==> src/ed3_pkg.sv <==
// shared types and widths for the 3-d euclidean distance engine
package ed3_pkg;

    localparam int COORD_W  = 24;
    localparam int DIMS     = 3;
    localparam int DIFF_W   = COORD_W + 1;
    localparam int MAG_W    = COORD_W;
    localparam int SQ_W     = 2 * MAG_W;
    localparam int SUM_W    = SQ_W + 2;
    localparam int ROOT_W   = SUM_W / 2;
    localparam int REM_W    = ROOT_W + 2;
    localparam int LANE_LAT = 2;
    localparam int DIST_MAX = 29058990;

    typedef logic signed [COORD_W-1:0] coord_t;
    typedef logic [DIMS-1:0][COORD_W-1:0] coord_vec_t;
    typedef logic [SQ_W-1:0] sq_t;
    typedef logic [DIMS-1:0][SQ_W-1:0] sq_vec_t;
    typedef logic [SUM_W-1:0] sum_t;
    typedef logic [ROOT_W-1:0] root_t;

    typedef struct packed {
        logic valid;
        logic last;
    } ctl_t;

    typedef struct packed {
        coord_t a_x;
        coord_t a_y;
        coord_t a_z;
        coord_t b_x;
        coord_t b_y;
        coord_t b_z;
        logic   last_pair;
    } pair_t;

    typedef struct packed {
        root_t distance;
        logic  last;
    } result_t;

endpackage

==> src/ed3_lane.sv <==
// one coordinate lane: difference, magnitude and square
module ed3_lane (
    input  logic           clk,
    input  logic           en,
    input  ed3_pkg::coord_t a,
    input  ed3_pkg::coord_t b,
    output ed3_pkg::sq_t    sq
);
    import ed3_pkg::*;

    logic signed [DIFF_W-1:0] diff;
    logic [DIFF_W-1:0]        mag_full;
    logic [MAG_W-1:0]         mag_reg;
    logic [MAG_W-1:0]         mag_next;
    sq_t                      sq_reg;
    sq_t                      sq_next;

    assign diff     = {a[COORD_W-1], a} - {b[COORD_W-1], b};
    assign mag_full = diff[DIFF_W-1] ? DIFF_W'(-diff) : DIFF_W'(diff);
    // magnitude stays below 2^24, so the top bit is always clear
    assign mag_next = mag_full[MAG_W-1:0];
    assign sq_next  = mag_reg * mag_reg;

    always_ff @(posedge clk)
    begin
        if (en)
        begin
            mag_reg <= mag_next;
            sq_reg  <= sq_next;
        end
    end

    assign sq = sq_reg;

endmodule

==> config.mk <==
export PLATFORM = sky130hd
export DESIGN_NAME = ed3_lane
export DESIGN_NICKNAME = d
export VERILOG_FILES = /design/src/ed3_pkg.sv /design/src/ed3_lane.sv
export SDC_FILE = /design/constraint.sdc
export NUM_CORES = 1
export LEC_CHECK = 0
export ABC_AREA = 1
export BUFFER_PORTS_ARGS = -buffer_cell sky130_fd_sc_hd__buf_2
export CORE_ASPECT_RATIO = 0.8
export CORE_MARGIN = 2
export CORE_UTILIZATION = 50
export DETAILED_ROUTE_END_ITERATION = 8
export MAX_ROUTING_LAYER = met4
export PLACE_DENSITY = 0.73
export RECOVER_POWER = 25
export SYNTH_ARGS = -nofsm -noshare
export SYNTH_HDL_FRONTEND = slang
export SYNTH_SLANG_ARGS = --single-unit
==> constraint.sdc <==
create_clock -name clk -period 13.35 [get_ports clk]
set_clock_uncertainty 0.15 [all_clocks]
set_input_delay 2.67 -clock clk [delete_from_list [all_inputs] [get_ports clk]]
set_output_delay 2.67 -clock clk [all_outputs]
set_load 0.005 [all_outputs]
==> impl_metrics.tcl <==
set metrics [dict create \
    cts_tree "built" \
    cts_buffer_depth 2 \
    ios 98 \
    synth_top_area_share_pct 39.54 \
    cp_common_cell "inv_1" \
    crit_slowest_cell "clkbuf_1" \
    area_delta_synth_final_pct 6.616 \
    n_fill_cell 3901 \
    slew_headroom_pct -180.2 \
    synth_top_area_cell "fa_1" \
    outcome "finished with violations" \
    drive_above_1_share_pct 5.566 \
    cts-buffers-inserted 9 \
    root_buffer "clkbuf_16" \
    cts_max_level 3 \
    fin_crit_ns 8.198 \
    avgViaCountPerCell 5.051 \
    synth-edff-count 71 \
    slew_viol_final 72 \
    cts_setup_buffers 0 \
    row_count 67 \
    finalWirelength_um 52990 \
    seqCellArea_mm2 0.002132 \
    ys_seq_elements 71 \
    reg2regPathDepth 25 \
    critPathKind "register to register" \
    synth_area_mm2 0.02147 \
    vias 16670 \
    fin_crit_sh_pct 61.41 \
    hold_path.startpoint "mag_reg[1]" \
    hold_path_class "register to register" \
    worst_ep_required_time_ns 13.30 \
    layout_commonest_cell "inv_1" \
    r2r_slack_ns 5.15 \
    syn_nets 3342 \
    setup.worst_path.end_class "register" \
    hold_path_depth 3 \
    drtIter0Drc 1060 \
    largest_register_ffs 47 \
    setup_ws_ns 5.152 \
    coreArea_mm2 0.04208 \
    worstSkewPairLatency_ns 0.37 \
    r2r_end "sq[33]" \
    drt_pre_antenna_iters 6 \
    antenna_found_initial 0 \
    final_cell_mix "inv_1, nand2_1, fa_1" \
    worstPathArrival_ns 8.15 \
    cts_resized 0 \
    dp_worst_setup_slack_ns 6.055 \
    routabilityCongestion 0.9770 \
    die_x_um 235.7 \
    nets 3419 \
    fin_area_mm2 0.02289 \
    die_h_um 189.3 \
    tightest_slew_ns 4.203 \
    yosysWarnings 0 \
    postSynthCellCount 2667 \
    io_buffers 96 \
    avgSynthCellArea_um2 8.049 \
    start_util_pct 51.01 \
    hold_viol_final 0 \
    grtUsageTotal_pct 25.61 \
    ys_types 39 \
    slowest_delay_ns 1.07 \
    wl_per_cell_um 16.05 \
    grt_pass1_wl_um 87810 \
    critPathMaxFanout 25 \
    drtAntennaViolNets 0 \
    cts.sinks 71 \
    violations "capacitance limit, slew limit" \
    dpl_cell_area_mm2 0.02260 \
    dp_hpwl_um 44430 \
    fin_util_pct 54.39 \
    setup_tns_ns 0 \
    postCtsHoldBufs 0 \
    die_area_mm2 0.04462 \
    synthFlopType "edfxtp_1" \
    rsz0062_at_grt "false" \
    grt_overflow 0 \
    r2r-start "mag_reg[0]" \
    fmax_mhz 122.0 \
    cap_violations 1 \
    path_clk_slew_ns 0.07 \
    insertedDiodeCount 0 \
    grt_pass1_vias 17650 \
    async_reset_ff_share_pct 0 \
    ys_seq_area_share_pct 9.932 \
    synthTopCellsByArea "fa_1, inv_1, ha_1" \
    min_to "sq[2]" \
    grt_max_degree 72 \
    drc_errors 0 \
    multi_input_area_mm2 0.01583 \
    setup_violations 0 \
    start_kind "register" \
]
worst max-delay path, delay by kind of cell (launching register included):
family / cells / cell delay [ns]
AO/OA/AOI/OAI: 4 / 1.02
XOR/XNOR: 1 / 0.18
adder cells (fa/ha/maj): 8 / 4.03
buffers and inverters: 9 / 1.58
flip-flops: 1 / 0.34
AND/OR/NAND/NOR: 3 / 0.61
logic make-up after synthesis:
| kind of cell | Yosys count | share of synthesized area, % |
|---|---|---|
| buf+inv | 930 | 16.33 |
| simple gates | 815 | 15.33 |
| fa+ha+maj | 625 | 51.26 |
| compound gates | 152 | 4.115 |
| xor+xnor | 73 | 3.013 |
| flops | 71 | 9.932 |
| other cells | 1 | 0.01747 |
per-stage QoR:
step | std cells | hold WS [ns]
after floorplan | 2667 | 0.3856
after global placement | 3285 | 0.6636
after detailed placement | 3285 | 0.6805
after CTS | 3301 | 0.6907
after global routing | 3301 | 0.7592
final | 3301 | 0.7469
worst max path at each step:
stage	startpoint	end	slack [ns]
after floorplan	mag_reg[14]	sq[33]	6.84
after global placement	mag_reg[14]	sq[33]	6.09
after detailed placement	mag_reg[20]	sq[47]	6.05
after CTS	mag_reg[14]	sq[33]	6.04
after global routing	mag_reg[0]	sq[33]	4.84
final	mag_reg[0]	sq[33]	5.15
per-layer routing:
metal | up-vias | wire length, um | track usage [%]
met5 | - | 0 | -
met1 | 8221 | 21870 | 31.82
met2 | 500 | 26480 | 43.63
met3 | 113 | 3030 | 3.674
met4 | 0 | 1605 | 7.790
li1 | 7840 | - | -
area by class of cell:
class / instances / share of cell area [%]
Clock inverter: 6 / 0.2952
Multi-Input combinational cell: 1666 / 69.16
Sequential cell: 71 / 9.316
Inverter: 877 / 14.38
Tap cell: 552 / 3.018
Clock buffer: 10 / 1.000
Timing Repair Buffer: 119 / 2.826
Yosys cell counts, types with 3 or more instances:
cell type  instances
inv_1            869
nand2_1          577
fa_1             424
ha_1             201
nor2_1           124
edfxtp_1          71
a21oi_1           66
nand3_1           64
clkbuf_1          49
xor2_1            48
o21ai_0           33
xnor2_1           24
nand4_1           16
a31oi_1           13
a21o_1            11
nand3b_1           8
o21a_1             8
inv_2              7
nor3_1             6
o21bai_1           6
nor4_1             5
o211ai_1           5
buf_4              4
nand3_2            4
o21ai_1            3
Power is left out: the tool's default activity adds up to more than one toggle a clock period on the data nets, which glitch-free logic cannot reach.
