==> config.mk <==
export PLATFORM = sky130hd
export DESIGN_NAME = ed3_sqrt
export DESIGN_NICKNAME = d
export VERILOG_FILES = /design/src/ed3_pkg.sv /design/src/ed3_sqrt.sv
export SDC_FILE = /design/constraint.sdc
export NUM_CORES = 2
export LEC_CHECK = 0
export ABC_AREA = 1
export BUFFER_PORTS_ARGS = -buffer_cell sky130_fd_sc_hd__buf_2
export CORE_ASPECT_RATIO = 1.1
export CORE_MARGIN = 4
export CORE_UTILIZATION = 30
export CTS_CLUSTER_DIAMETER = 40
export CTS_CLUSTER_SIZE = 8
export DETAILED_ROUTE_END_ITERATION = 8
export PLACE_DENSITY_LB_ADDON = 0.25
export RECOVER_POWER = 25
export SKIP_LAST_GASP = 1
export SYNTH_ARGS = -nofsm -noshare
export SYNTH_HDL_FRONTEND = slang
export SYNTH_SLANG_ARGS = --single-unit
==> constraint.sdc <==
create_clock -name clk -period 2.48 [get_ports clk]
set_input_delay 0.496 -clock clk [delete_from_list [all_inputs] [get_ports clk]]
set_output_delay 0.496 -clock clk [all_outputs]
set_load 0.1 [all_outputs]
==> src/ed3_pkg.sv <==
// shared types and widths for the 3-d euclidean distance engine
package ed3_pkg;

    localparam int COORD_W  = 24;
    localparam int DIMS     = 3;
    localparam int DIFF_W   = COORD_W + 1;
    localparam int MAG_W    = COORD_W;
    localparam int SQ_W     = 2 * MAG_W;
    localparam int SUM_W    = SQ_W + 2;
    localparam int ROOT_W   = SUM_W / 2;
    localparam int REM_W    = ROOT_W + 2;
    localparam int LANE_LAT = 2;
    localparam int DIST_MAX = 29058990;

    typedef logic signed [COORD_W-1:0] coord_t;
    typedef logic [DIMS-1:0][COORD_W-1:0] coord_vec_t;
    typedef logic [SQ_W-1:0] sq_t;
    typedef logic [DIMS-1:0][SQ_W-1:0] sq_vec_t;
    typedef logic [SUM_W-1:0] sum_t;
    typedef logic [ROOT_W-1:0] root_t;

    typedef struct packed {
        logic valid;
        logic last;
    } ctl_t;

    typedef struct packed {
        coord_t a_x;
        coord_t a_y;
        coord_t a_z;
        coord_t b_x;
        coord_t b_y;
        coord_t b_z;
        logic   last_pair;
    } pair_t;

    typedef struct packed {
        root_t distance;
        logic  last;
    } result_t;

endpackage

==> src/ed3_sqrt.sv <==
// pipelined integer square root, one root bit per stage
module ed3_sqrt (
    input  logic           clk,
    input  logic           rst_n,
    input  logic           en,
    input  ed3_pkg::sum_t  sum,
    input  ed3_pkg::ctl_t  ctl_in,
    output ed3_pkg::root_t root,
    output ed3_pkg::ctl_t  ctl_out
);
    import ed3_pkg::*;

    sum_t             rad_reg [ROOT_W];
    logic [REM_W-1:0] rem_reg [ROOT_W];
    root_t            q_reg   [ROOT_W];
    ctl_t             ctl_reg [ROOT_W];

    for (genvar s = 0; s < ROOT_W; s++)
    begin : g_stage
        sum_t             rad_in;
        logic [REM_W-1:0] rem_in;
        root_t            q_in;
        ctl_t             ctl_stage;
        logic [REM_W-1:0] shifted;
        logic [REM_W-1:0] trial;
        logic [REM_W-1:0] rem_diff;
        logic [REM_W-1:0] rem_next;
        root_t            q_next;
        logic             ge;

        if (s == 0)
        begin : g_first
            assign rad_in    = sum;
            assign rem_in    = '0;
            assign q_in      = '0;
            assign ctl_stage = ctl_in;
        end
        else
        begin : g_rest
            assign rad_in    = rad_reg[s-1];
            assign rem_in    = rem_reg[s-1];
            assign q_in      = q_reg[s-1];
            assign ctl_stage = ctl_reg[s-1];
        end

        // remainder never exceeds twice the partial root, so its top two bits are clear
        assign shifted  = {rem_in[REM_W-3:0], rad_in[SUM_W-1-2*s -: 2]};
        assign trial    = {q_in, 2'b01};
        assign ge       = (shifted >= trial);
        assign rem_diff = shifted - trial;
        assign rem_next = ge ? rem_diff : shifted;
        assign q_next   = {q_in[ROOT_W-2:0], ge};

        always_ff @(posedge clk or negedge rst_n)
        begin
            if (!rst_n)
            begin
                ctl_reg[s] <= '0;
            end
            else if (en)
            begin
                ctl_reg[s] <= ctl_stage;
            end
        end

        always_ff @(posedge clk)
        begin
            if (en)
            begin
                rad_reg[s] <= rad_in;
                rem_reg[s] <= rem_next;
                q_reg[s]   <= q_next;
            end
        end
    end

    assign root    = q_reg[ROOT_W-1];
    assign ctl_out = ctl_reg[ROOT_W-1];

endmodule

==> results.cfg <==
[floorplan]
die_h_um = 562.8
core_um2 = 278400
io_pins = 82
design.die.area_um2 = 288300
placementRows = 203
dieWidth_um = 512.4
start_util = 0.3015

[final_layout]
area_growth_pct = 22.88
largest_reg_flops = 600
nets = 10910
drive_gt1_frac = 0.1195
final_cell_area_um2 = 103100
final_util = 0.3705

[routing]
drt_pre_antenna_iters = 6
avgViaCountPerCell = 4.491
wire_per_inst_um = 15.81
drc_errors = 0
routed_wl_um = 227000
vias = 64460
ant_nets = 0
dr.first_iter.drc_count = 4022

[outcome]
failed_checks = max-capacitance violations, max-slew violations
status = complete, but fails checks

[logic_synthesis]
ys_top_cells_by_count = nand2_1, inv_1, edfxtp_1
yosysWarningCount = 0
synthFlopType = edfxtp_1
ys_seq_elements = 1542
synth_area_per_cell_um2 = 8.707
synthesis.area_um2 = 83940
syn_inst = 9641
ys_top_cells_by_area = edfxtp_1, nand2_1, inv_1
yosysSeqAreaShare = 0.5486
yosysMostFrequentCell = nand2_1
synth-edff-count = 1492
synth_cell_type_count = 55
synth_fp_nets = 10050
async_flop_share = 0.03243
yosysTopAreaCellShare = 0.5337
yosysTopAreaCell = edfxtp_1

[placed_design]
place_area_um2 = 92540
dp_hpwl_um = 175900
io_buffers = 81
dp_slack_ns = -0.4756
gp_congestion = 0.8955

[global_routing]
grt_max_degree = 88
track_usage = 0.1532
overflow = 0
grt_pass1_wl_um = 353800
antenna_found_initial = 1
grt_pass1_vias = 63830

[setup_path]
path_buf_inv = 4
crit_slowest_cell = edfxtp_1
cp.required_ns = 3.07
path_class = flip-flop to flip-flop
worst-path-max-fanout = 13
start_kind = flip-flop
path_cells = ha_4 > nand2_1 > nor2_2 > inv_1 > nor2_2 > nand2_1 > nand3_2 > nand2_2 > buf_4 > nand3_2 > buf_12 > o21ai_0 > buf_4
cp.arrival_ns = 2.97
cp-end-kind = flip-flop
critical-path-max-stage-delay_ns = 0.43
path_delay_family = simple AND/OR/NAND/NOR gates

[timing]
maxSlewHeadroom = -0.1738
setup_violations = 0
layout_setup_ws_ns = 0.09742
max_freq_mhz = 419.7
grt_setup_unrepaired = true
min_period_ns = 2.383
worst_slew_pin_slew_ns = 1.761
skew_ns = 0.07659
final-hold-violation-count = 0
slew_viol_final = 20
fin_hold_ws_ns = 0.3510
finalCritPeriodShare = 0.9607

[pwr]
leakage_nw = 47.06
p_per_area_nw_per_um2 = 863.3
ir_drop_mv = 0.5777
power_mw = 89.05

[job]
max_cap_viol_count = 1

[cts]
htreeDepth = 5
clk_latency_ns = 0.81
cts_root_buffer = clkbuf_16
cts_sinks = 1542
numCtsBuffers = 291
path_clk_slew_ns = 0.05
clockBufferDepth = 4
tritoncts = built

[min_path]
hold_path_class = input port to asynchronous set/reset pin
==> worst reg2reg max path: cells and delay by family (launching register included) <==
kind | cells | cell delay [ns]
compound gates | 1 | 0.10
fa+ha+maj | 1 | 0.32
buf+inv | 4 | 0.51
flops | 1 | 0.43
simple gates | 7 | 0.77
==> worst paths after layout <==
check	start	end	slack, ns	depth (start not counted)
worst max-delay path	rem_reg[2][88]	rem_reg[2][109]	0.1	13
worst min-delay path	rst_n	ctl_reg[45]	0.35	2
worst max register to register	rem_reg[2][88]	rem_reg[2][109]	0.1	13
worst min register to register	rad_reg[0][67]	rad_reg[0][117]	0.39	0
max in group asynchronous	rst_n	ctl_reg[48]	1.36	3
min in group clk	sum[25]	rad_reg[0][25]	0.36	2
==> area by class of cell <==
type,count,area [um2]
multi-input cells,6281,31490
clock inverters,117,1340
clock buffers,336,7662
well taps,3690,4617
inverters,1726,6484
fillers,28470,175200
repair buffers,660,5494
diodes,2,5.005
flip-flops and latches,1542,46050
==> logic make-up after synthesis <==
family,share of synthesized area
compound gates,0.03756
xor+xnor,0.02212
fa+ha+maj,0.05232
buf+inv,0.08565
flops,0.5486
mux,0.0002683
other cells,0.00004467
simple gates,0.2534
==> per-stage QoR <==
stage          std cells  setup TNS [ns]
2_1_floorplan       9641               0
3_3_place_gp       13800          -8.307
3_5_place_dp       13800          -7.217
4_1_cts            14310               0
5_1_grt            14350         -0.3957
6_report           14350               0
==> timing repair <==
item,4_1_cts,5_1_grt
setup endpoints to repair,45,319
setup buffers,2,38
gates resized for setup,11,140
endpoints found under the hold margin,103,0
pin swaps,1,9
hold buffers,54,0
gates cloned,1,2
==> per-layer routing <==
metal | vias up | GRT usage | share of wire
met5 | - | 0 | 0
met4 | 0 | 0.04294 | 0.027
met3 | 412 | 0.02165 | 0.039
met2 | 1303 | 0.2740 | 0.50
met1 | 29960 | 0.1922 | 0.44
li1 | 32790 | - | -
==> cell usage in the layout, fill, tap and decap left out, types with 18 or more instances in the layout <==
cell type and count:
buf_12 50, bufinv_16 22, xor2_1 160, buf_2 68, dlygate4sd3_1 54, clkinv_2 28
clkbuf_16 300, nand3_1 535, or2_2 18, buf_4 463, nor2_1 749, xnor2_1 52
clkbuf_1 52, nand3b_1 75, o21ai_0 146, inv_2 22, nor2_2 66, dfrtp_1 50
nor3_1 68, ha_4 38, inv_1 1703, a21oi_2 46, a21oi_1 312, edfxtp_1 1492
nand4_1 196, nand2_2 27, o21ai_1 42, clkinv_1 24, nand2_1 3330, ha_1 295
ha_2 18
==> power breakdown <==
group	leakage (nW)	switching, mW	internal (mW)
Clock	4.37	12.5	24.1
Combinational	27.8	11.6	6.63
Sequential	14.9	1.95	32.2
Power figures use the tool's default switching activity.
