**config.mk**
```make
export PLATFORM = sky130hd
export DESIGN_NAME = ed3_merge
export DESIGN_NICKNAME = d
export VERILOG_FILES = /design/src/ed3_pkg.sv /design/src/ed3_merge.sv
export SDC_FILE = /design/constraint.sdc
export NUM_CORES = 1
export LEC_CHECK = 0
export ABC_AREA = 1
export BUFFER_PORTS_ARGS = -buffer_cell sky130_fd_sc_hd__clkbuf_2
export CORE_MARGIN = 10
export CORE_UTILIZATION = 49
export CTS_BUF_LIST = sky130_fd_sc_hd__clkbuf_4 sky130_fd_sc_hd__clkbuf_8
export CTS_CLUSTER_DIAMETER = 60
export DETAILED_ROUTE_END_ITERATION = 7
export HOLD_SLACK_MARGIN = 0.08
export PLACE_DENSITY = 0.79
export SKIP_CTS_REPAIR_TIMING = 1
export SYNTH_ARGS = -nofsm -noshare
export SYNTH_HDL_FRONTEND = slang
export SYNTH_SLANG_ARGS = --single-unit
```
**constraint.sdc**
```tcl
create_clock -name clk -period 0.8 [get_ports clk]
set_input_delay 0.04 -clock clk [delete_from_list [all_inputs] [get_ports clk]]
set_output_delay 0.04 -clock clk [all_outputs]
set_load 0.01 [all_outputs]
```
**src/ed3_pkg.sv**
```systemverilog
// shared types and widths for the 3-d euclidean distance engine
package ed3_pkg;

    localparam int COORD_W  = 24;
    localparam int DIMS     = 3;
    localparam int DIFF_W   = COORD_W + 1;
    localparam int MAG_W    = COORD_W;
    localparam int SQ_W     = 2 * MAG_W;
    localparam int SUM_W    = SQ_W + 2;
    localparam int ROOT_W   = SUM_W / 2;
    localparam int REM_W    = ROOT_W + 2;
    localparam int LANE_LAT = 2;
    localparam int DIST_MAX = 29058990;

    typedef logic signed [COORD_W-1:0] coord_t;
    typedef logic [DIMS-1:0][COORD_W-1:0] coord_vec_t;
    typedef logic [SQ_W-1:0] sq_t;
    typedef logic [DIMS-1:0][SQ_W-1:0] sq_vec_t;
    typedef logic [SUM_W-1:0] sum_t;
    typedef logic [ROOT_W-1:0] root_t;

    typedef struct packed {
        logic valid;
        logic last;
    } ctl_t;

    typedef struct packed {
        coord_t a_x;
        coord_t a_y;
        coord_t a_z;
        coord_t b_x;
        coord_t b_y;
        coord_t b_z;
        logic   last_pair;
    } pair_t;

    typedef struct packed {
        root_t distance;
        logic  last;
    } result_t;

endpackage

```
**src/ed3_merge.sv**
```systemverilog
// merging stage: adds the squares of the three lanes at full width
module ed3_merge (
    input  logic             clk,
    input  logic             rst_n,
    input  logic             en,
    input  ed3_pkg::sq_vec_t sq,
    input  ed3_pkg::ctl_t    ctl_in,
    output ed3_pkg::sum_t    sum,
    output ed3_pkg::ctl_t    ctl_out
);
    import ed3_pkg::*;

    sum_t sum_reg;
    sum_t sum_next;
    ctl_t ctl_reg;

    always_comb
    begin
        sum_next = '0;
        for (int k = 0; k < DIMS; k++)
        begin
            sum_next = sum_next + SUM_W'(sq[k]);
        end
    end

    always_ff @(posedge clk or negedge rst_n)
    begin
        if (!rst_n)
        begin
            ctl_reg <= '0;
        end
        else if (en)
        begin
            ctl_reg <= ctl_in;
        end
    end

    always_ff @(posedge clk)
    begin
        if (en)
        begin
            sum_reg <= sum_next;
        end
    end

    assign sum     = sum_reg;
    assign ctl_out = ctl_reg;

endmodule

```
==> results of run 1 <==
## cell families after synthesis
logic type                 share of synthesized area [%]
adders and majority gates                          22.86
DFF                                                22.60
AOI/OAI and AO/OA                                  3.299
and+or+nand+nor                                    35.69
muxes                                             0.3281
buffers and inverters                              12.03
xor gates and xnor gates                           3.190
## worst max-delay path, stage by stage
cell,delay [ps]
buf_6,90
fa_1,480
ha_2,220
fa_2,400
nand3_2,140
nand3_4,130
nand2_4,90
nand2_4,50
buf_4,140
buf_4,140
xor2_1,130
## worst min-delay path by stage
| stage | start | endpoint | slack (ps) |
|---|---|---|---|
| final | sq[0] | sum[0] | 200 |
| after global routing | en | sum[0] | 200 |
| after CTS | rst_n | ctl_out[1] | -540 |
| after detailed placement | rst_n | ctl_out[1] | -170 |
| after global placement | rst_n | ctl_out[0] | -170 |
| after floorplan | rst_n | ctl_out[0] | -260 |
## synth_stat cells
| library cell | n | area (sq um) |
|---|---|---|
| ha_1 | 47 | 588.1 |
| nor4_1 | 1 | 6.260 |
| nand2_2 | 22 | 137.6 |
| xor2_1 | 25 | 219.0 |
| a21oi_1 | 31 | 155.2 |
| edfxtp_1 | 50 | 1501 |
| o22ai_1 | 1 | 6.260 |
| nor3_2 | 2 | 20.02 |
| inv_1 | 212 | 795.8 |
| o211ai_1 | 1 | 7.510 |
| inv_2 | 8 | 30.03 |
| fa_1 | 49 | 980.9 |
| nor2_2 | 33 | 206.5 |
| nand2_1 | 393 | 1475 |
| dfrtp_1 | 2 | 50.05 |
| mux2_2 | 2 | 22.52 |
| o21ai_1 | 1 | 5.000 |
| a21o_1 | 1 | 7.510 |
| and2_1 | 3 | 18.77 |
| nor3_1 | 3 | 15.01 |
| nand4_1 | 10 | 62.56 |
| nand3_1 | 37 | 185.2 |
| o21bai_1 | 6 | 45.04 |
| nor2_4 | 4 | 45.04 |
| nor2_1 | 58 | 217.7 |
| nand3_2 | 6 | 60.06 |
## final cells by class
| class | instances | area, sq um |
|---|---|---|
| Clock inverter | 2 | 38.79 |
| Clock buffer | 6 | 82.58 |
| Tap cell | 180 | 225.2 |
| Timing Repair Buffer | 315 | 2029 |
| Sequential cell | 52 | 1551 |
| Inverter | 220 | 845.8 |
| Fill cell | 918 | 2605 |
| Multi-Input combinational cell | 736 | 6449 |
## power groups by stage
stage	combinational (mW)	clock, mW	sequential, mW
CTS	12.2	2.13	4.34
global route	16.6	2.24	4.42
finish	15.4	2.13	4.34
floorplan	7.21	0	4.70
detailed placement	12.1	0	4.37
global placement	12.0	0	4.38
## routing by layer
metal	track usage (%)	vias up
met2	40.41	363
met5	0	-
li1	-	3686
met1	28.76	3593
met3	6.130	78
met4	6.770	0
==> results.txt, run 1 <==
Die Width = 138.4 um
Cell variety after synth = 26
Static Leak = 5.710 nW
All-Layer GR Usage = 23.69%
Antenna violations before repair = 0
Wire length on met3 = 2085 um
Number of flip-flops in the largest register = 50
Min Tclk post-route = 1950 ps
IO buf count = 200
DP HPWL = 20550 um
Routed WL = 26640 um
Layout cell share with drive strength beyond 1 = 55.22%
Vias in the first global route = 7413
Critical Path Source Type = input pin
Crit path launch = sq[1]
H-tree depth = 2
ANT nets after route = 0
Mapped Avg Cell Area = 6.810 sq um
Yosys warns = 0
Sw Ratio = 46.91%
Post-layout nets = 1575
Slew Limit Headroom = 79.05%
Grt ovf = 0
CP required = 900 ps
Placed inst area = 0.009540 sq mm
Via count = 7720
Num CTS Buffers = 5
Final cell count without fillers = 1511
Clk_lat worst skew = 330 ps
Reg power frac = 19.9%
Max Fclk = 512.9 MHz
Worst-path clk slew = 110 ps
Row cnt = 43
Top sig layer = met4
Worst reg2reg endpoint = ctl_out[0]
RD Place Congestion = 0.9760
Arrival @ worst endpoint = 2050 ps
Cell Pwr Density = 1949 mW/mm^2
Layout area overhead = 63.49%
Final Max Slew Viols = 0
Commonest non-fill, non-tap cell in the layout = nand2_1
Final Setup Violations = 101
Finished Core Util = 81.16%
Final Hold Slack = 199.5 ps
CP Capture Point = sum[9]
First-pass GRT wire length = 37270 um
Diode count = 0
Post-Synthesis Cell Area = 0.006864 sq mm
Failing checks = setup timing
Register area share after synthesis = 22.60%
Sink Count = 52
DRC = 0
Die height = 138.4 um
Setup CP Type = in -> reg
CTS tree = yes
IO Pins = 201
Place WS = -1485 ps
WL met2 = 13300 um
Most frequent cells in the layout = nand2_1 (221), clkbuf_2 (186), inv_1 (174)
DRT Pass-1 Iters = 6
Tightest Pin Transition = 314.2 ps
Hold Path Depth = 4
Clock power share = 9.8%
Post-synthesis cell count = 1008
Max IR drop VDD = 1.294 mV
CTS root buf = clkbuf_8
Cell Int Power = 11.61 mW
Pwr Total = 21.88 mW
Core Area = 0.01383 sq mm
Final hold vios = 0
Largest net degree at the start of global routing = 32
Die area = 0.01914 sq mm
Maxcap violations = 0
Final worst path period share = 243.7%
Number of synthesized register bits = 52
Clock buffer depth = 2
Met1 Routed Length = 10200 um
RR Startpoint = ctl_out[0]
Syn Nets = 1253
Iteration-0 DRC count of the detailed router = 554
Starting Density = 49.64%
Gate power share = 70.4%
Final Instance Area = 0.01122 sq mm
Switching Power = 10.26 mW
Vias per inst = 5.109
Post-Route Setup TNS = -52830 ps
RSZ-0062 raised after global routing = true
Status = finished, violations left
Placed insts = 1472
CP max FO = 4
Setup Skew = 0 ps
Setup slack, reg-to-reg = 30 ps
Wire per inst = 17.63 um
Crit path capture type = flip-flop
R2r worst-path depth = 1
Final worst slack = -1150 ps
Worst hold path type = in -> reg
Note: power is estimated with default switching activity, not from simulation.
==> run 2: changes to the inputs <==
--- a/config.mk
+++ b/config.mk
@@ -13,7 +13,7 @@
 export CTS_CLUSTER_DIAMETER = 60
 export DETAILED_ROUTE_END_ITERATION = 7
 export HOLD_SLACK_MARGIN = 0.08
-export PLACE_DENSITY = 0.79
+export PLACE_DENSITY = 0.76
 export SKIP_CTS_REPAIR_TIMING = 1
 export SYNTH_ARGS = -nofsm -noshare
 export SYNTH_HDL_FRONTEND = slang
==> constraint.sdc (replaced) <==
create_clock -name clk -period 2 [get_ports clk]
set_input_delay 0.1 -clock clk [delete_from_list [all_inputs] [get_ports clk]]
set_output_delay 0.1 -clock clk [all_outputs]
set_load 0.01 [all_outputs]
==> results.txt, run 2 (same netlist as run 1, synthesis figures left out) <==
Status = finished, final reports clean
Routed WL = 22660 um (-15%)
Placed inst area = 0.008761 sq mm (-8.2%)
Vias per inst = 4.889 (-4.3%)
Sw Ratio = 44.90% (-2.0 points)
CP most frequent cell = nand2_1
DRC = 0 (unchanged)
Number of flip-flops in the largest register = 50 (unchanged)
Iteration-0 DRC count of the detailed router = 457 (-18%)
Min Tclk post-route = 1970 ps
Reg power frac = 23.3% (+3.4 points)
Slew Limit Headroom = 59.21% (-20 points)
Worst hold path type = in -> async
Final cell count without fillers = 1484 (-1.8%)
Grt ovf = 0 (unchanged)
Switching Power = 3.323 mW (-68%)
Clk_lat worst skew = 320 ps (about the same)
Setup Skew = 0 ps (unchanged)
CP max FO = 4 (unchanged)
CP top delay family = adder cells
Post-layout nets = 1548 (-1.7%)
Cell Pwr Density = 763.0 mW/mm^2 (-61%)
Gate power share = 65.8% (-4.6 points)
Max Fclk = 507.5 MHz
Sink Count = 52 (unchanged)
Tightest Pin Transition = 611.8 ps (+297.6 ps)
IO Pins = 201 (unchanged)
Row cnt = 43 (unchanged)
Final Instance Area = 0.009699 sq mm (-14%)
IO buf count = 200 (unchanged)
Die height = 138.4 um (unchanged)
Antenna violations before repair = 0 (unchanged)
Diode count = 0 (unchanged)
Final Setup Violations = 0 (-100%)
Starting Density = 49.64% (unchanged)
Via count = 7256 (-6.0%)
Layout cell share with drive strength beyond 1 = 37.50% (-18 points)
CTS root buf = clkbuf_8
DRT Pass-1 Iters = 5 (-1)
Largest net degree at the start of global routing = 22 (-31%)
CP required = 2080 ps (+1180 ps)
Core Area = 0.01383 sq mm (unchanged)
Final worst path period share = 98.52%
Max stage delay on crit path = 490 ps (about the same)
Most frequent cells in the layout = nand2_1 (355), inv_1 (210), clkbuf_2 (199)
Critical Path Source Type = input pin
Arrival @ worst endpoint = 2050 ps (about the same)
CP cell instances = clkbuf_2, fa_1, ha_2, nand2_1, inv_1, nand2_2, nor2_2, nand2_1, nor2_1, nand2_1, nand4_1, nand2_1
DP HPWL = 18890 um (-8.1%)
CTS tree = yes
RD Place Congestion = 0.9174 (-6.0%)
Clock buffer depth = 2 (unchanged)
Clock power share = 11.0% (+1.2 points)
Pwr Total = 7.401 mW (-66%)
Maxcap violations = 0 (unchanged)
Num CTS Buffers = 5 (unchanged)
Cell Int Power = 4.078 mW (-65%)
Die area = 0.01914 sq mm (unchanged)
Vias in the first global route = 7127 (-3.9%)
First-pass GRT wire length = 34340 um (-7.8%)
RSZ-0062 raised after global routing = true
Layout area overhead = 41.31%
ANT nets after route = 0 (unchanged)
Final hold vios = 0 (unchanged)
Setup CP Type = in -> reg
All-Layer GR Usage = 21.63% (-2.1 points)
Slowest cell on the critical path = fa_1
Commonest non-fill, non-tap cell in the layout = nand2_1
Worst-path clk slew = 100 ps (about the same)
Wire per inst = 15.27 um (-13%)
Final Max Slew Viols = 0 (unchanged)
Die Width = 138.4 um (unchanged)
Placed insts = 1469 (-0.20%)
CP bufs+invs = 2 (-1)
H-tree depth = 2 (unchanged)
Max IR drop VDD = 0.3449 mV (-73%)
Crit path capture type = flip-flop
Static Leak = 5.180 nW (-9.3%)
[run 2: power by group through the flow]
| stage | Clock [mW] | Sequential (mW) | Combinational (mW) |
|---|---|---|---|
| 2_1_floorplan | 0 | 1.88 | 2.28 |
| 3_3_place_gp | 0 | 1.74 | 4.08 |
| 3_5_place_dp | 0 | 1.74 | 4.16 |
| 4_1_cts | 0.814 | 1.72 | 4.18 |
| 5_1_grt | 0.858 | 1.75 | 5.36 |
| 6_report | 0.811 | 1.72 | 4.87 |
[run 2: stage by stage]
| stage | hold slack (ps) | setup WS [ps] | TNS, ps | util [%] |
|---|---|---|---|---|
| 2_1_floorplan | -195.6 | -86.16 | -252.0 | - |
| 3_3_place_gp | -113.5 | -353.3 | -10530 | 63.36 |
| 3_5_place_dp | -111.1 | -375.7 | -11560 | 63.36 |
| 4_1_cts | -457.9 | -9.971 | -34.82 | 64.19 |
| 5_1_grt | 102.4 | -35.83 | -196.5 | 70.15 |
| 6_report | 91.85 | 29.55 | 0 | 70.15 |
[run 2: final timing paths]
path	cells past startpoint	start	endpoint	slack, ps
max	12	sq[32]	sum[48]	30
min	2	rst_n	ctl_out[0]	90
max reg2reg	1	ctl_out[1]	ctl_out[1]	1260
min reg2reg	1	ctl_out[0]	ctl_out[0]	510
max in group asynchronous	2	rst_n	ctl_out[1]	1810
min in group clk	4	sq[96]	sum[0]	270
[run 2: metal layers]
metal | global-route usage (%) | vias to the layer above | share of wire [%] | wire [um]
met5 | 0 | - | 0 | 0
met4 | 4.051 | 0 | 1.5 | 333
met3 | 4.829 | 24 | 8.3 | 1886
met2 | 38.18 | 293 | 50 | 11340
met1 | 26.46 | 3307 | 40 | 9099
li1 | - | 3632 | - | -
[run 2: cell type report]
| class | instances | area [sq um] |
|---|---|---|
| inverters | 220 | 825.8 |
| multi-input cells | 736 | 5256 |
| well taps | 180 | 225.2 |
| repair buffers | 288 | 1725 |
| fillers | 1123 | 4128 |
| clock buffers | 5 | 68.82 |
| clock inverters | 3 | 46.29 |
| flip-flops and latches | 52 | 1551 |
==> run 3: changes to the inputs <==
--- a/config.mk
+++ b/config.mk
@@ -7,13 +7,15 @@
 export LEC_CHECK = 0
 export ABC_AREA = 1
 export BUFFER_PORTS_ARGS = -buffer_cell sky130_fd_sc_hd__clkbuf_2
+export CELL_PAD_IN_SITES_DETAIL_PLACEMENT = 1
+export CELL_PAD_IN_SITES_GLOBAL_PLACEMENT = 2
 export CORE_MARGIN = 10
-export CORE_UTILIZATION = 49
+export CORE_UTILIZATION = 29
 export CTS_BUF_LIST = sky130_fd_sc_hd__clkbuf_4 sky130_fd_sc_hd__clkbuf_8
 export CTS_CLUSTER_DIAMETER = 60
 export DETAILED_ROUTE_END_ITERATION = 7
 export HOLD_SLACK_MARGIN = 0.08
-export PLACE_DENSITY = 0.76
+export PLACE_DENSITY_LB_ADDON = 0.1
 export SKIP_CTS_REPAIR_TIMING = 1
 export SYNTH_ARGS = -nofsm -noshare
 export SYNTH_HDL_FRONTEND = slang
==> results.txt, run 3 (same netlist as run 1, synthesis figures left out) <==
Vias in the first global route = 8044 (+13%)
Slew Limit Headroom = 67.76% (+8.5 points)
Worst reg2reg endpoint = ctl_out[0]
Maxcap violations = 0 (unchanged)
Sw Ratio = 45.56% (+0.66 points)
ANT nets after route = 0 (unchanged)
Commonest non-fill, non-tap cell in the layout = nand2_1
Diode count = 0 (unchanged)
Cell Pwr Density = 763.1 mW/mm^2 (about the same)
Clock power share = 10.3% (-0.7 points)
Worst-path clk slew = 120 ps (+20 ps)
Antenna violations before repair = 0 (unchanged)
H-tree depth = 2 (unchanged)
CTS tree = yes
Hold path start = sq[96]
Num CTS Buffers = 5 (unchanged)
R2r worst-path depth = 1 (unchanged)
Layout area overhead = 55.30%
IO buf count = 200 (unchanged)
Critical Path Source Type = input pin
Static Leak = 5.544 nW (+7.0%)
Die area = 0.03022 sq mm (+58%)
RSZ-0062 raised after global routing = true
Min Tclk post-route = 2051 ps (+80.46 ps)
Cell Int Power = 4.429 mW (+8.6%)
Vias per inst = 4.451 (-9.0%)
Core Area = 0.02340 sq mm (+69%)
CP top delay family = adder cells
RD Place Congestion = 0.8408 (-8.3%)
CP bufs+invs = 2 (unchanged)
Arrival @ worst endpoint = 2170 ps (+120 ps)
Tightest Pin Transition = 483.6 ps (-128.2 ps)
Max Fclk = 487.6 MHz (-3.9%)
CP cell instances = buf_6, fa_1, ha_4, fa_2, nand3_2, nand3_4, nand2_2, nand2_4, nand2_4, nand3_4, buf_12, xor2_2
Final worst slack = -50.91 ps (-80.46 ps)
CP max FO = 4 (unchanged)
All-Layer GR Usage = 17.38% (-4.3 points)
Reg power frac = 21.1% (-2.2 points)
Die Width = 173.9 um (+26%)
Grt ovf = 0 (unchanged)
DRT Pass-1 Iters = 4 (-1)
DP HPWL = 23830 um (+26%)
Iteration-0 DRC count of the detailed router = 165 (-64%)
Switching Power = 3.706 mW (+12%)
Hold Path Depth = 4
Max IR drop VDD = 0.2865 mV (-17%)
Setup slack, reg-to-reg = 1250 ps (about the same)
CP required = 2120 ps (+40 ps)
Final hold vios = 0 (unchanged)
Failing checks = setup timing
DRC = 0 (unchanged)
Worst hold path type = in -> reg
Post-Route Setup TNS = -195.9 ps (-195.9 ps)
Via count = 7438 (+2.5%)
Row cnt = 56 (+30%)
Worst Hold Path EP = sum[0]
Status = finished, violations left
Final Setup Violations = 7 (+7)
CTS root buf = clkbuf_8
RR Startpoint = ctl_out[0]
Routed WL = 27390 um (+21%)
Number of flip-flops in the largest register = 50 (unchanged)
Largest net degree at the start of global routing = 22 (unchanged)
Final cell count without fillers = 1671 (+13%)
Wire per inst = 16.39 um (+7.3%)
Slowest cell on the critical path = fa_1
Setup CP Type = in -> reg
Placed insts = 1642 (+12%)
Post-layout nets = 1596 (+3.1%)
Most frequent cells in the layout = nand2_1 (313), inv_1 (207), clkbuf_2 (199)
Clock buffer depth = 2 (unchanged)
Gate power share = 68.6% (+2.8 points)
Crit path launch = sq[1]
Final Max Slew Viols = 0 (unchanged)
Sink Count = 52 (unchanged)
Starting Density = 29.33% (-20 points)
Final worst path period share = 102.5% (+4.0 points)
Crit path capture type = flip-flop
Clk_lat worst skew = 330 ps (about the same)
IO Pins = 201 (unchanged)
Die height = 173.9 um (+26%)
Setup Skew = 0 ps (unchanged)
Max stage delay on crit path = 530 ps (+40 ps)
Layout cell share with drive strength beyond 1 = 44.45% (+7.0 points)
First-pass GRT wire length = 42150 um (+23%)
## run 3: changes by cell type in the layout (fill, tap and decap cells not counted), sizes merged
| cell | change |
|---|---|
| buf | +47 |
| clkinv | +1 |
| dlygate4sd3 | +1 |
| inv | -1 |
## run 3: cell type report
class | count | area, sq um
fill | 3003 | 12740
multi-input combinational | 736 | 5698
timing repair buffer | 336 | 2074
sequential | 52 | 1551
inverter | 220 | 825.8
tap | 319 | 399.1
clock buffer | 5 | 68.82
clock inverter | 3 | 42.54
## run 3: how the worst max path moves through the flow
stage / depth (start not counted) / slack (ps) / end
6_report: 12 / -50 / sum[25]
5_1_grt: 12 / -120 / sum[25]
4_1_cts: 13 / -260 / sum[41]
3_5_place_dp: 13 / -630 / sum[41]
3_3_place_gp: 13 / -620 / sum[41]
2_1_floorplan: 13 / -90 / sum[41]
## run 3: power groups by stage
stage               combinational [mW]  clock [mW]  sequential [mW]
finish                            5.58       0.842             1.71
global route                      6.16       0.913             1.74
CTS                               4.59       0.876             1.72
detailed placement                4.57           0             1.74
global placement                  4.51           0             1.74
floorplan                         2.28           0             1.88
## run 3: stage by stage
step | hold WS (ps) | area [sq um] | power, mW | utilization (%) | worst slack, ps
2_1_floorplan | -195.6 | 6889 | 4.155 | - | -86.16
3_3_place_gp | -112.8 | 9165 | 6.247 | 39.16 | -623.7
3_5_place_dp | -111.7 | 9165 | 6.310 | 39.16 | -630.3
4_1_cts | -491.0 | 9276 | 7.183 | 39.64 | -260.1
5_1_grt | 261.3 | 10660 | 8.818 | 45.55 | -121.5
6_report | 239.8 | 10660 | 8.135 | 45.55 | -50.91
## run 3: metal layers
layer	track usage, %	part of all wire (%)	vias to the layer above
met5	0	0	-
met4	2.636	1.4	0
met3	2.788	3.6	23
met2	31.47	51	149
met1	21.47	44	3545
li1	-	-	3721
